`src/design/scpe_pkg.sv`:
```
// Shared types, constants and ring-pointer helpers for the second-chance eviction core.
// No dependencies; every other design file uses it by scoped names.
package scpe_pkg;

	localparam int FRAMES = 64;
	localparam int FIDX_W = $clog2(FRAMES);
	localparam int CNT_W  = $clog2(FRAMES + 1);

	typedef logic [FIDX_W-1:0] fidx_t;
	typedef logic [CNT_W-1:0]  cnt_t;

	localparam logic [2:0] OP_ATTACH = 3'd0;
	localparam logic [2:0] OP_DETACH = 3'd1;
	localparam logic [2:0] OP_ACCESS = 3'd2;
	localparam logic [2:0] OP_WRITE  = 3'd3;
	localparam logic [2:0] OP_EVICT  = 3'd4;

	typedef struct packed {
		logic [2:0] opcode;
		logic [5:0] frame_index;
		logic       is_leaf;
	} in_item_t;

	typedef struct packed {
		logic       victim_found;
		logic [5:0] victim_frame;
		logic       victim_dirty;
		logic [6:0] frames_held;
	} out_item_t;

	typedef enum logic [2:0] {
		K_NOP,
		K_ATTACH,
		K_DETACH,
		K_MARK,
		K_EVICT
	} cmd_kind_t;

	typedef struct packed {
		cmd_kind_t kind;
		fidx_t     frame;
		logic      leaf;
		logic      dirty;
	} cmd_t;

	// a + b modulo FRAMES, both operands below FRAMES
	function automatic fidx_t ring_add(fidx_t a, cnt_t b);
		logic [CNT_W:0] s;
		s = (CNT_W + 1)'(a) + (CNT_W + 1)'(b);
		if (s >= (CNT_W + 1)'(FRAMES)) s = s - (CNT_W + 1)'(FRAMES);
		return FIDX_W'(s);
	endfunction

	function automatic fidx_t ring_dec(fidx_t a);
		return (a == '0) ? FIDX_W'(FRAMES - 1) : a - FIDX_W'(1);
	endfunction

endpackage

```
`src/design/scpe_front.sv`:
```
// Front end: accepts input beats, classifies them into commands, and queues them.
// Depends on scpe_pkg.
module scpe_front (
	input  logic              clk,
	input  logic              arst_n,
	input  logic              in_valid,
	output logic              in_ready,
	input  scpe_pkg::in_item_t in_data,
	output logic              cmd_valid,
	input  logic              cmd_ready,
	output scpe_pkg::cmd_t    cmd
);

	scpe_pkg::cmd_t q_q [2];
	logic           wr_ptr_q;
	logic           rd_ptr_q;
	logic [1:0]     count_q;
	scpe_pkg::cmd_t cls;
	logic           idx_ok;
	logic           push;
	logic           pop;

	// classify
	always_comb begin
		idx_ok    = 32'(in_data.frame_index) < scpe_pkg::FRAMES;
		cls.frame = scpe_pkg::FIDX_W'(in_data.frame_index);
		cls.leaf  = in_data.is_leaf;
		cls.dirty = (in_data.opcode == scpe_pkg::OP_WRITE);
		case (in_data.opcode)
			scpe_pkg::OP_ATTACH: cls.kind = idx_ok ? scpe_pkg::K_ATTACH : scpe_pkg::K_NOP;
			scpe_pkg::OP_DETACH: cls.kind = idx_ok ? scpe_pkg::K_DETACH : scpe_pkg::K_NOP;
			scpe_pkg::OP_ACCESS,
			scpe_pkg::OP_WRITE:  cls.kind = idx_ok ? scpe_pkg::K_MARK : scpe_pkg::K_NOP;
			scpe_pkg::OP_EVICT:  cls.kind = scpe_pkg::K_EVICT;
			default:             cls.kind = scpe_pkg::K_NOP;
		endcase
	end

	assign in_ready  = (count_q != 2'd2);
	assign cmd_valid = (count_q != 2'd0);
	assign cmd       = q_q[rd_ptr_q];
	assign push      = in_valid && in_ready;
	assign pop       = cmd_valid && cmd_ready;

	always_ff @(posedge clk) begin
		if (push) q_q[wr_ptr_q] <= cls;
	end

	always_ff @(posedge clk or negedge arst_n) begin
		if (!arst_n) begin
			wr_ptr_q <= 1'b0;
			rd_ptr_q <= 1'b0;
			count_q  <= 2'd0;
		end else begin
			if (push) wr_ptr_q <= ~wr_ptr_q;
			if (pop)  rd_ptr_q <= ~rd_ptr_q;
			count_q <= count_q + 2'(push) - 2'(pop);
		end
	end

endmodule

```
`src/design/scpe_back.sv`:
```
// Back end: frame marks, arrival-order ring memory, evict/detach sequencer, result register.
// Depends on scpe_pkg.
module scpe_back (
	input  logic                clk,
	input  logic                arst_n,
	input  logic                mode,
	input  logic                cmd_valid,
	output logic                cmd_ready,
	input  scpe_pkg::cmd_t      cmd,
	output logic                out_valid,
	input  logic                out_ready,
	output scpe_pkg::out_item_t out_data
);

	typedef enum logic [3:0] {
		ST_IDLE = 4'b0001,
		ST_RD   = 4'b0010,
		ST_CHK  = 4'b0100,
		ST_DONE = 4'b1000
	} state_t;

	state_t                      state_q;
	scpe_pkg::cmd_t              cur_q;
	scpe_pkg::cnt_t              pos_q;
	scpe_pkg::fidx_t             carry_q;
	scpe_pkg::fidx_t             head_q;
	scpe_pkg::cnt_t              cnt_q;
	scpe_pkg::cnt_t              leafcnt_q;
	logic [scpe_pkg::FRAMES-1:0] member_q;
	logic [scpe_pkg::FRAMES-1:0] leaf_q;
	logic [scpe_pkg::FRAMES-1:0] acc_q;
	logic [scpe_pkg::FRAMES-1:0] dirty_q;
	scpe_pkg::fidx_t             mem [scpe_pkg::FRAMES];
	scpe_pkg::fidx_t             rdata_q;
	logic                        found_q;
	scpe_pkg::fidx_t             vframe_q;
	logic                        vdirty_q;
	scpe_pkg::out_item_t         out_q;
	logic                        out_valid_q;

	logic            we;
	scpe_pkg::fidx_t waddr;
	scpe_pkg::fidx_t wdata;
	scpe_pkg::fidx_t raddr;
	logic            take;
	logic            out_free;
	logic            victim_hit;
	logic            needs_scan;

	assign cmd_ready = (state_q == ST_IDLE);
	assign take      = cmd_valid && cmd_ready;
	assign out_free  = !out_valid_q || out_ready;
	assign out_valid = out_valid_q;
	assign out_data  = out_q;
	assign victim_hit = leaf_q[rdata_q] && !(mode && acc_q[rdata_q]);
	assign needs_scan = ((cmd.kind == scpe_pkg::K_DETACH) && member_q[cmd.frame])
		|| ((cmd.kind == scpe_pkg::K_EVICT) && (leafcnt_q != '0));

	always_comb begin
		raddr = (cur_q.kind == scpe_pkg::K_DETACH) ? scpe_pkg::ring_add(head_q, pos_q)
			: scpe_pkg::ring_add(head_q, cnt_q - scpe_pkg::CNT_W'(1));
		we    = 1'b0;
		waddr = scpe_pkg::ring_dec(head_q);
		wdata = cmd.frame;
		if (state_q == ST_IDLE) begin
			we = take && (cmd.kind == scpe_pkg::K_ATTACH) && !member_q[cmd.frame]
				&& (cnt_q < scpe_pkg::CNT_W'(scpe_pkg::FRAMES));
		end else if (state_q == ST_CHK) begin
			if (cur_q.kind == scpe_pkg::K_DETACH) begin
				we    = (pos_q != '0);
				waddr = scpe_pkg::ring_add(head_q, pos_q);
				wdata = carry_q;
			end else begin
				// rotate the oldest frame to the front
				we    = !victim_hit;
				wdata = rdata_q;
			end
		end
	end

	always_ff @(posedge clk) begin
		if (we) mem[waddr] <= wdata;
		if (state_q == ST_RD) rdata_q <= mem[raddr];
	end

	always_ff @(posedge clk or negedge arst_n) begin
		if (!arst_n) begin
			state_q     <= ST_IDLE;
			cur_q       <= '{kind: scpe_pkg::K_NOP, default: '0};
			pos_q       <= '0;
			carry_q     <= '0;
			head_q      <= '0;
			cnt_q       <= '0;
			leafcnt_q   <= '0;
			member_q    <= '0;
			leaf_q      <= '0;
			acc_q       <= '0;
			dirty_q     <= '0;
			found_q     <= 1'b0;
			vframe_q    <= '0;
			vdirty_q    <= 1'b0;
			out_q       <= '0;
			out_valid_q <= 1'b0;
		end else begin
			if (out_valid_q && out_ready && state_q != ST_DONE) out_valid_q <= 1'b0;
			case (state_q)
				ST_IDLE: begin
					if (take) begin
						cur_q    <= cmd;
						found_q  <= 1'b0;
						vframe_q <= '0;
						vdirty_q <= 1'b0;
						pos_q    <= '0;
						state_q  <= needs_scan ? ST_RD : ST_DONE;
						case (cmd.kind)
							scpe_pkg::K_ATTACH: begin
								if (we) begin
									member_q[cmd.frame] <= 1'b1;
									leaf_q[cmd.frame]   <= cmd.leaf;
									head_q    <= scpe_pkg::ring_dec(head_q);
									cnt_q     <= cnt_q + scpe_pkg::CNT_W'(1);
									leafcnt_q <= leafcnt_q + scpe_pkg::CNT_W'(cmd.leaf);
								end
							end
							scpe_pkg::K_DETACH: begin
								if (member_q[cmd.frame]) begin
									member_q[cmd.frame] <= 1'b0;
									leafcnt_q <= leafcnt_q
										- scpe_pkg::CNT_W'(leaf_q[cmd.frame]);
								end
							end
							scpe_pkg::K_MARK: begin
								acc_q[cmd.frame] <= 1'b1;
								if (cmd.dirty) dirty_q[cmd.frame] <= 1'b1;
							end
							default: ;
						endcase
					end
				end
				ST_RD: state_q <= ST_CHK;
				ST_CHK: begin
					if (cur_q.kind == scpe_pkg::K_DETACH) begin
						if (rdata_q == cur_q.frame) begin
							// earlier frames have slid back one slot; drop the old front
							head_q  <= scpe_pkg::ring_add(head_q, scpe_pkg::CNT_W'(1));
							cnt_q   <= cnt_q - scpe_pkg::CNT_W'(1);
							state_q <= ST_DONE;
						end else begin
							carry_q <= rdata_q;
							pos_q   <= pos_q + scpe_pkg::CNT_W'(1);
							state_q <= ST_RD;
						end
					end else begin
						if (victim_hit) begin
							found_q  <= 1'b1;
							vframe_q <= rdata_q;
							vdirty_q <= dirty_q[rdata_q];
							state_q  <= ST_DONE;
						end else begin
							if (leaf_q[rdata_q]) acc_q[rdata_q] <= 1'b0;
							head_q  <= scpe_pkg::ring_dec(head_q);
							state_q <= ST_RD;
						end
					end
				end
				ST_DONE: begin
					if (out_free) begin
						out_q.victim_found <= found_q;
						out_q.victim_frame <= 6'(vframe_q);
						out_q.victim_dirty <= vdirty_q;
						out_q.frames_held  <= 7'(cnt_q);
						out_valid_q        <= 1'b1;
						state_q            <= ST_IDLE;
					end
				end
				default: state_q <= ST_IDLE;
			endcase
		end
	end

	a_cnt_bound: assert property (@(posedge clk) disable iff (!arst_n)
		cnt_q <= scpe_pkg::CNT_W'(scpe_pkg::FRAMES))
		else $error("held count above capacity");

	a_leaf_bound: assert property (@(posedge clk) disable iff (!arst_n)
		leafcnt_q <= cnt_q)
		else $error("leaf count above held count");

	a_evict_has_leaf: assert property (@(posedge clk) disable iff (!arst_n)
		(state_q == ST_CHK && cur_q.kind == scpe_pkg::K_EVICT) |-> leafcnt_q != '0)
		else $error("evict scan without any held leaf");

	a_scan_nonempty: assert property (@(posedge clk) disable iff (!arst_n)
		(state_q == ST_CHK) |-> cnt_q != '0)
		else $error("scan on empty list");

endmodule

```
`src/design/second_chance_page_eviction_core.sv`:
```
// Top level of the second-chance page eviction core: config register, front, back.
// Depends on scpe_pkg, scpe_front, scpe_back.
//
//  channel | signals                          | direction
//  --------+----------------------------------+----------
//  input   | in_valid, in_ready, in_data      | item in
//  result  | out_valid, out_ready, out_data   | item out
//  config  | cfg_valid, cfg_ready, cfg_data   | policy_mode write
//
// Attach, detach of an absent frame, access, write and no-ops need no list scan in the back end.
// Detach reads and checks each list position in turn, from the front up to the frame.
// Evict reads the oldest frame once per rotation through one order-memory read port,
// up to 2*held+1 reads; evict with no leaf held does no scan.
// Reset clears all marks, count and policy_mode to 1 (second chance); the order memory needs none.
// A two-beat queue parts front and back, and the result register lets the back end work on
// an item while the previous result still waits; the new result is held until that one is taken.
module second_chance_page_eviction_core (
	input  logic                clk,
	input  logic                arst_n,
	input  logic                in_valid,
	output logic                in_ready,
	input  scpe_pkg::in_item_t  in_data,
	output logic                out_valid,
	input  logic                out_ready,
	output scpe_pkg::out_item_t out_data,
	input  logic                cfg_valid,
	output logic                cfg_ready,
	input  logic                cfg_data
);

	logic           mode_q;
	logic           cmd_valid;
	logic           cmd_ready;
	scpe_pkg::cmd_t cmd;

	// the user writes config only while idle; the block does not enforce it and always takes it
	assign cfg_ready = 1'b1;

	always_ff @(posedge clk or negedge arst_n) begin
		if (!arst_n) begin
			mode_q <= 1'b1;
		end else if (cfg_valid && cfg_ready) begin
			mode_q <= cfg_data;
		end
	end

	scpe_front u_front (
		.clk       (clk),
		.arst_n    (arst_n),
		.in_valid  (in_valid),
		.in_ready  (in_ready),
		.in_data   (in_data),
		.cmd_valid (cmd_valid),
		.cmd_ready (cmd_ready),
		.cmd       (cmd)
	);

	scpe_back u_back (
		.clk       (clk),
		.arst_n    (arst_n),
		.mode      (mode_q),
		.cmd_valid (cmd_valid),
		.cmd_ready (cmd_ready),
		.cmd       (cmd),
		.out_valid (out_valid),
		.out_ready (out_ready),
		.out_data  (out_data)
	);

endmodule
```
`config.mk`:
```
export PLATFORM = sky130hd
export DESIGN_NAME = second_chance_page_eviction_core
export DESIGN_NICKNAME = d
export VERILOG_FILES = /design/src/design/scpe_pkg.sv /design/src/design/scpe_front.sv /design/src/design/scpe_back.sv /design/src/design/second_chance_page_eviction_core.sv
export SDC_FILE = /design/constraint.sdc
export NUM_CORES = 1
export LEC_CHECK = 0
export BUFFER_PORTS_ARGS = -buffer_cell sky130_fd_sc_hd__buf_2
export CORE_MARGIN = 2
export CORE_UTILIZATION = 35
export DETAILED_ROUTE_END_ITERATION = 10
export GPL_TIMING_DRIVEN = 0
export PLACE_DENSITY = 0.58
export SYNTH_ARGS = -nofsm -noshare
export SYNTH_HDL_FRONTEND = slang
export SYNTH_SLANG_ARGS = --single-unit
```
`constraint.sdc`:
```
create_clock -name clk -period 12.08 [get_ports clk]
set_input_delay 0.604 -clock clk [delete_from_list [all_inputs] [get_ports clk]]
set_output_delay 0.604 -clock clk [all_outputs]
set_load 0.01 [all_outputs]
```
==> impl_metrics.ini, run 1 <==
[outcome]
status = finished, violations left
failed_checks = capacitance limit

[timing]
fin_skew_ns = 0.0442
clock.fmax_mhz = 158
setup_viol = 0
worstMarginPinSlew_ns = 1.49
period_needed_ns = 6.32
hold_viol_final = 0
drv_slew = 0
slew_headroom = 0.00617
tns_ns = 0
timing.final.crit_share = 0.523
rsz0062_at_grt = no

[clock_tree]
post_cts_buffers = 0
cts_hold_buf = 0
htreeDepth = 3
clkSinkCount = 743
post_cts_resized = 0
path_clk_slew_ns = 0.06
root_buffer = clkbuf_16
cts_tree = built
insertion_delay_ns = 0.67
numCtsBuffers = 77
cts_buffer_depth = 3

[setup_path]
cp.arrival_ns = 6.91
endpoint_kind = flip-flop
crit_fanout = 10
start_kind = flip-flop
crit_family = compound AO/OA/AOI/OAI gates
crit_path_cell_trace = buf_6, mux2_2, buf_2, clkbuf_1, nand2_1, o22a_1, a31oi_1, o21ai_0, o2111ai_1, o21ai_0, ha_1, fa_1, nor2b_1, o21ai_0, a21boi_0, o21ai_0, a21o_1, a21oi_1, or3b_2, nand4_1
path_buf_inv = 3
critPathKind = flip-flop to flip-flop
cp_common_cell = o21ai_0
startpoint = u_front.rd_ptr_q
slowest_stage = clkbuf_1
slowest_delay_ns = 0.76
required_ns = 12.67
reg2reg_from = u_front.rd_ptr_q

[grt]
grt_pass1_vias = 23588
grt_pass1_wl_um = 163000
grt_usage = 0.215
antenna_found_initial = 12
gr-total-overflow = 0
grt_max_degree = 115

[logic_synthesis]
synthesis.nets = 2782
synth_top_family_by_area = multiplexers
synth_mux_area_frac = 0.172
yosysSeqAreaShare = 0.591
syn-cell-area_um2 = 35000
ys.flop_type = edfxtp_1
synth-xor-area-share = 0.0103
synthCells = 2738
yosys.area_share.simple = 0.0763
postSynth.asyncResetShare = 0.445
yosysUniqueCellTypes = 88
yosys_warnings = 0
synth_compound_area_frac = 0.113
synthAdderAreaFrac = 0.0107
ys_ff_latch = 743
syn_area_per_cell_um2 = 12.8
synth_edf_count = 412

[die]
die_w_um = 320
rows = 115
ioPinCount = 34
core_um2 = 98700
die_h_um = 320
start_util = 0.354
die_area_um2 = 102000

[detailed_routing]
drc = 0
wirelength_um = 112000
drtPass1Iterations = 6
first_iter_violations = 3060
drtAntennaViolNets = 0
wl_per_cell_um = 26.5
viasPerCell = 5.75
vias = 24244

[run]
timing.max_cap.violations = 1

[layout]
post_route_cells_drive_above_1_share = 0.135
area_growth_pct = 13.4
nNetsFinal = 2908

[power]
total_power_uw = 12000
p_leak_uw = 0.0163
vdd_drop_max_mv = 0.239
powerDensity_nw_per_um2 = 303

[placement]
port_buffers = 32
place.gp.congestion = 0.974
hpwl_um = 78400

[hold_path]
holdCritPathClass = input pin to async pin
[through the flow]
| step | worst slack, ns | instance area [um^2] | hold slack (ns) | utilization | cells |
|---|---|---|---|---|---|
| after floorplan | 7.76 | 35000 | 0.308 | - | 2738 |
| after global placement | 2.86 | 36700 | 0.433 | 0.372 | 4057 |
| after detailed placement | 6.05 | 37200 | 0.440 | 0.377 | 4072 |
| after CTS | 6.01 | 39700 | 0.0808 | 0.402 | 4212 |
| after global routing | 5.63 | 39700 | 0.123 | 0.402 | 4212 |
| final | 5.76 | 39700 | 0.0676 | 0.402 | 4215 |
[per-layer routing]
metal | track usage | wire length (um)
met5 | 0 | 153
met4 | 0.0791 | 4380
met1 | 0.310 | 49200
met3 | 0.0605 | 11400
met2 | 0.306 | 46400
[layout by cell type, fill, tap and decap left out, types with 37 or more instances in the layout]
master and n:
clkbuf_16 79, clkbuf_1 116, dfrtp_1 329, mux2_2 116
o31ai_1 45, a2bb2oi_1 66, inv_1 37, buf_2 84
mux2i_1 434, o22ai_1 44, a21oi_1 46, nand2_1 172
nor2_1 250, edfxtp_1 412, o21ai_0 113, a21o_1 72
[sequential cells by signal (all words and copies together), names as in the netlist, 7 cells and up, named ones only]
| name | cells |
|---|---|
| u_back.leafcnt_q | 7 |
| u_back.dirty_q | 64 |
| u_back.acc_q | 64 |
| u_back.pos_q | 7 |
| u_back.cur_q | 9 |
| u_back.mem | 384 |
| u_back.cnt_q | 7 |
| u_back.leaf_q | 64 |
| u_back.out_data | 15 |
| u_front.q_q | 22 |
[kinds of logic (layout without fill, tap and decap cells)]
family | count (synthesis) | after routing
buf+inv | 219 | 406
flops | 743 | 743
other cells | 1 | 4
mux | 569 | 569
fa+ha+maj | 28 | 28
compound gates | 552 | 552
xor+xnor | 41 | 41
simple gates | 585 | 585
[layout make-up]
class                      count  area, um^2
inverter                      38         143
antenna                        3        7.51
multi-input combinational   1776       13500
timing repair buffer          47         546
clock buffer                 105        2120
buffer                       181         808
tap                         1287        1610
clock inverter                35         317
sequential                   743       20700
fill                        9324       59000
[cells in the mapped netlist, drive strengths merged (27+ instances only)]
cell type,count,share of area
clkbuf,95,0.010
xnor2,30,0.0075
a21oi,47,0.0068
o22ai,44,0.0079
mux2,119,0.038
nor2,255,0.028
o21ai,122,0.018
nand3,27,0.0039
nor3,32,0.0062
inv,37,0.0040
dfrtp,329,0.24
buf,86,0.013
a21o,72,0.015
o31ai,45,0.0097
nand2,172,0.018
mux2i,437,0.13
edfxtp,412,0.35
a2bb2oi,66,0.017
[power by group]
part / total, uW / internal (uW) / switching, uW
clock network: 2360 / 1340 / 1020
registers: 3370 / 3170 / 200
logic: 6300 / 2330 / 3970
total: 12000 / 6840 / 5190
[path summary, 6_finish.rpt]
path                                        to  slack, ns  depth (start not counted)
hold / removal              u_back.dirty_q[29]       0.07                          1
setup reg to reg           u_back.leafcnt_q[6]       5.76                         20
hold reg to reg             u_back.dirty_q[53]       0.45                          1
max in group asynchronous     u_back.acc_q[58]      10.84                          2
min in group clk             u_front.q_q[1][5]       0.13                          1
setup / recovery           u_back.leafcnt_q[6]       5.76                         20
No activity file was read; power rests on OpenSTA's default activity.
==> inputs of run 2 (changes only) <==
Clock period 12.08 ns to 6.2 ns, I/O delays scaled along.
==> impl_metrics.ini, run 2 (same netlist as run 1, synthesis figures left out) <==
[detailed_routing]
drtAntennaViolNets = 0
wl_per_cell_um = 26.3
drtPass1Iterations = 8
vias = 24087
drc = 0
wirelength_um = 111000
viasPerCell = 5.70
first_iter_violations = 2900

[setup_path]
endpoint_kind = flip-flop
crit_fanout = 10
cp.arrival_ns = 6.39
critPathKind = flip-flop to flip-flop
required_ns = 6.46
start_kind = flip-flop
rr_worst_depth = 10

[layout]
fin_cells = 4227
ff_latch_area_um2 = 20700
post_route_cells_drive_above_1_share = 0.134
largest_register = u_back.mem
final_cell_mix = mux2i_1, edfxtp_1, dfrtp_1, nor2_1, nand2_1
nNetsFinal = 2920
multiInputGateArea_um2 = 13500
fillers = 9316
fin_util = 0.403
area_growth_pct = 13.8
largest_reg_flops = 384
final_common_cell = mux2i_1

[placement]
port_buffers = 32
dp_cells = 4072
pre_cts_ws_ns = 0.169
place.gp.congestion = 0.974
hpwl_um = 78400

[grt]
antenna_found_initial = 7
grt_max_degree = 115
grt_pass1_wl_um = 163000
grt_usage = 0.215
gr-total-overflow = 0
grt_pass1_vias = 23677

[power]
powerDensity_nw_per_um2 = 589
vdd_drop_max_mv = 0.466
p_leak_uw = 0.0163

[timing]
tns_ns = 0
clock.fmax_mhz = 163
slew_headroom = 0.00518
worstMarginPinSlew_ns = 1.49
period_needed_ns = 6.13
hold_viol_final = 0
drv_slew = 0
timing.final.crit_share = 0.989
setup_viol = 0
fin_skew_ns = 0.0448
hold_ws_ns = 0.0338
rsz0062_at_grt = no
setup_ws_ns = 0.0680

[die]
start_util = 0.354
ioPinCount = 34
core_um2 = 98700
die_area_um2 = 102000
die_h_um = 320
die_w_um = 320
rows = 115

[hold_path]
holdCritPathClass = input pin to flip-flop
hold_depth = 3

[clock_tree]
path_clk_slew_ns = 0.06
cts_tree = built
htreeDepth = 3
clkSinkCount = 743
cts_buffer_depth = 3
insertion_delay_ns = 0.67
post_cts_buffers = 0
numCtsBuffers = 77
root_buffer = clkbuf_16

[outcome]
status = finished, violations left
failed_checks = capacitance limit

[run]
timing.max_cap.violations = 1
run 2: changes by cell type in the layout (fill, tap and decap cells not counted), sizes merged:
| cell | change |
|---|---|
| clkbuf | -1 |
| dlygate4sd3 | +13 |
run 2: report_power, final:
part / internal [uW] / total [uW] / switching, uW
combinational: 4540 / 12300 / 7730
clock: 2610 / 4600 / 1990
sequential: 6180 / 6570 / 389
run 2: final timing paths:
path                                         start  slack [ns]                 end
worst max-delay path             u_front.q_q[0][4]        0.07   u_back.mem[24][0]
worst min-delay path                    in_data[8]        0.03   u_front.q_q[1][0]
worst max register to register   u_front.q_q[0][4]        0.07   u_back.mem[24][0]
worst min register to register  u_back.dirty_q[53]        0.45  u_back.dirty_q[53]
max in group asynchronous                   arst_n        4.71    u_back.head_q[5]
min in group asynchronous                   arst_n        0.36  u_back.dirty_q[24]
run 2: worst max-delay path, cell delays in order, from the launching register on:
cell	delay, ns
edfxtp_1	0.49
and3b_1	0.26
nor2_1	0.92
nor2_1	0.56
a2111oi_0	0.91
o221a_2	0.42
and4_1	0.20
clkbuf_1	0.49
buf_4	0.36
o21ai_1	0.17
nor3_1	0.94
run 2: final cells by class:
class	instances	share of cell area
Sequential cell	743	0.519
Multi-Input combinational cell	1776	0.338
Clock buffer	105	0.0534
Tap cell	1287	0.0405
Buffer	180	0.0202
Timing Repair Buffer	60	0.0170
Clock inverter	35	0.00795
Inverter	38	0.00358
Antenna cell	3	0.000189
run 2: metal layers:
| layer | vias up | share of wire | global-route usage |
|---|---|---|---|
| li1 | 10600 | - | - |
| met2 | 1120 | 0.42 | 0.306 |
| met5 | - | 0.00051 | 0 |
| met1 | 12077 | 0.45 | 0.311 |
| met3 | 282 | 0.097 | 0.0582 |
| met4 | 8 | 0.039 | 0.0805 |
run 2: through the flow:
step	area (um^2)	power, uW
after floorplan	35000	14500
after global placement	36700	18600
after detailed placement	37200	18800
after CTS	39800	23500
after global routing	39800	24500
final	39800	23400
run 2: repair_timing:
action	4_1_cts	5_1_grt
resized for setup	0	1
hold buffers	13	0
endpoints found under the hold margin	132	0
setup endpoints to repair	0	7
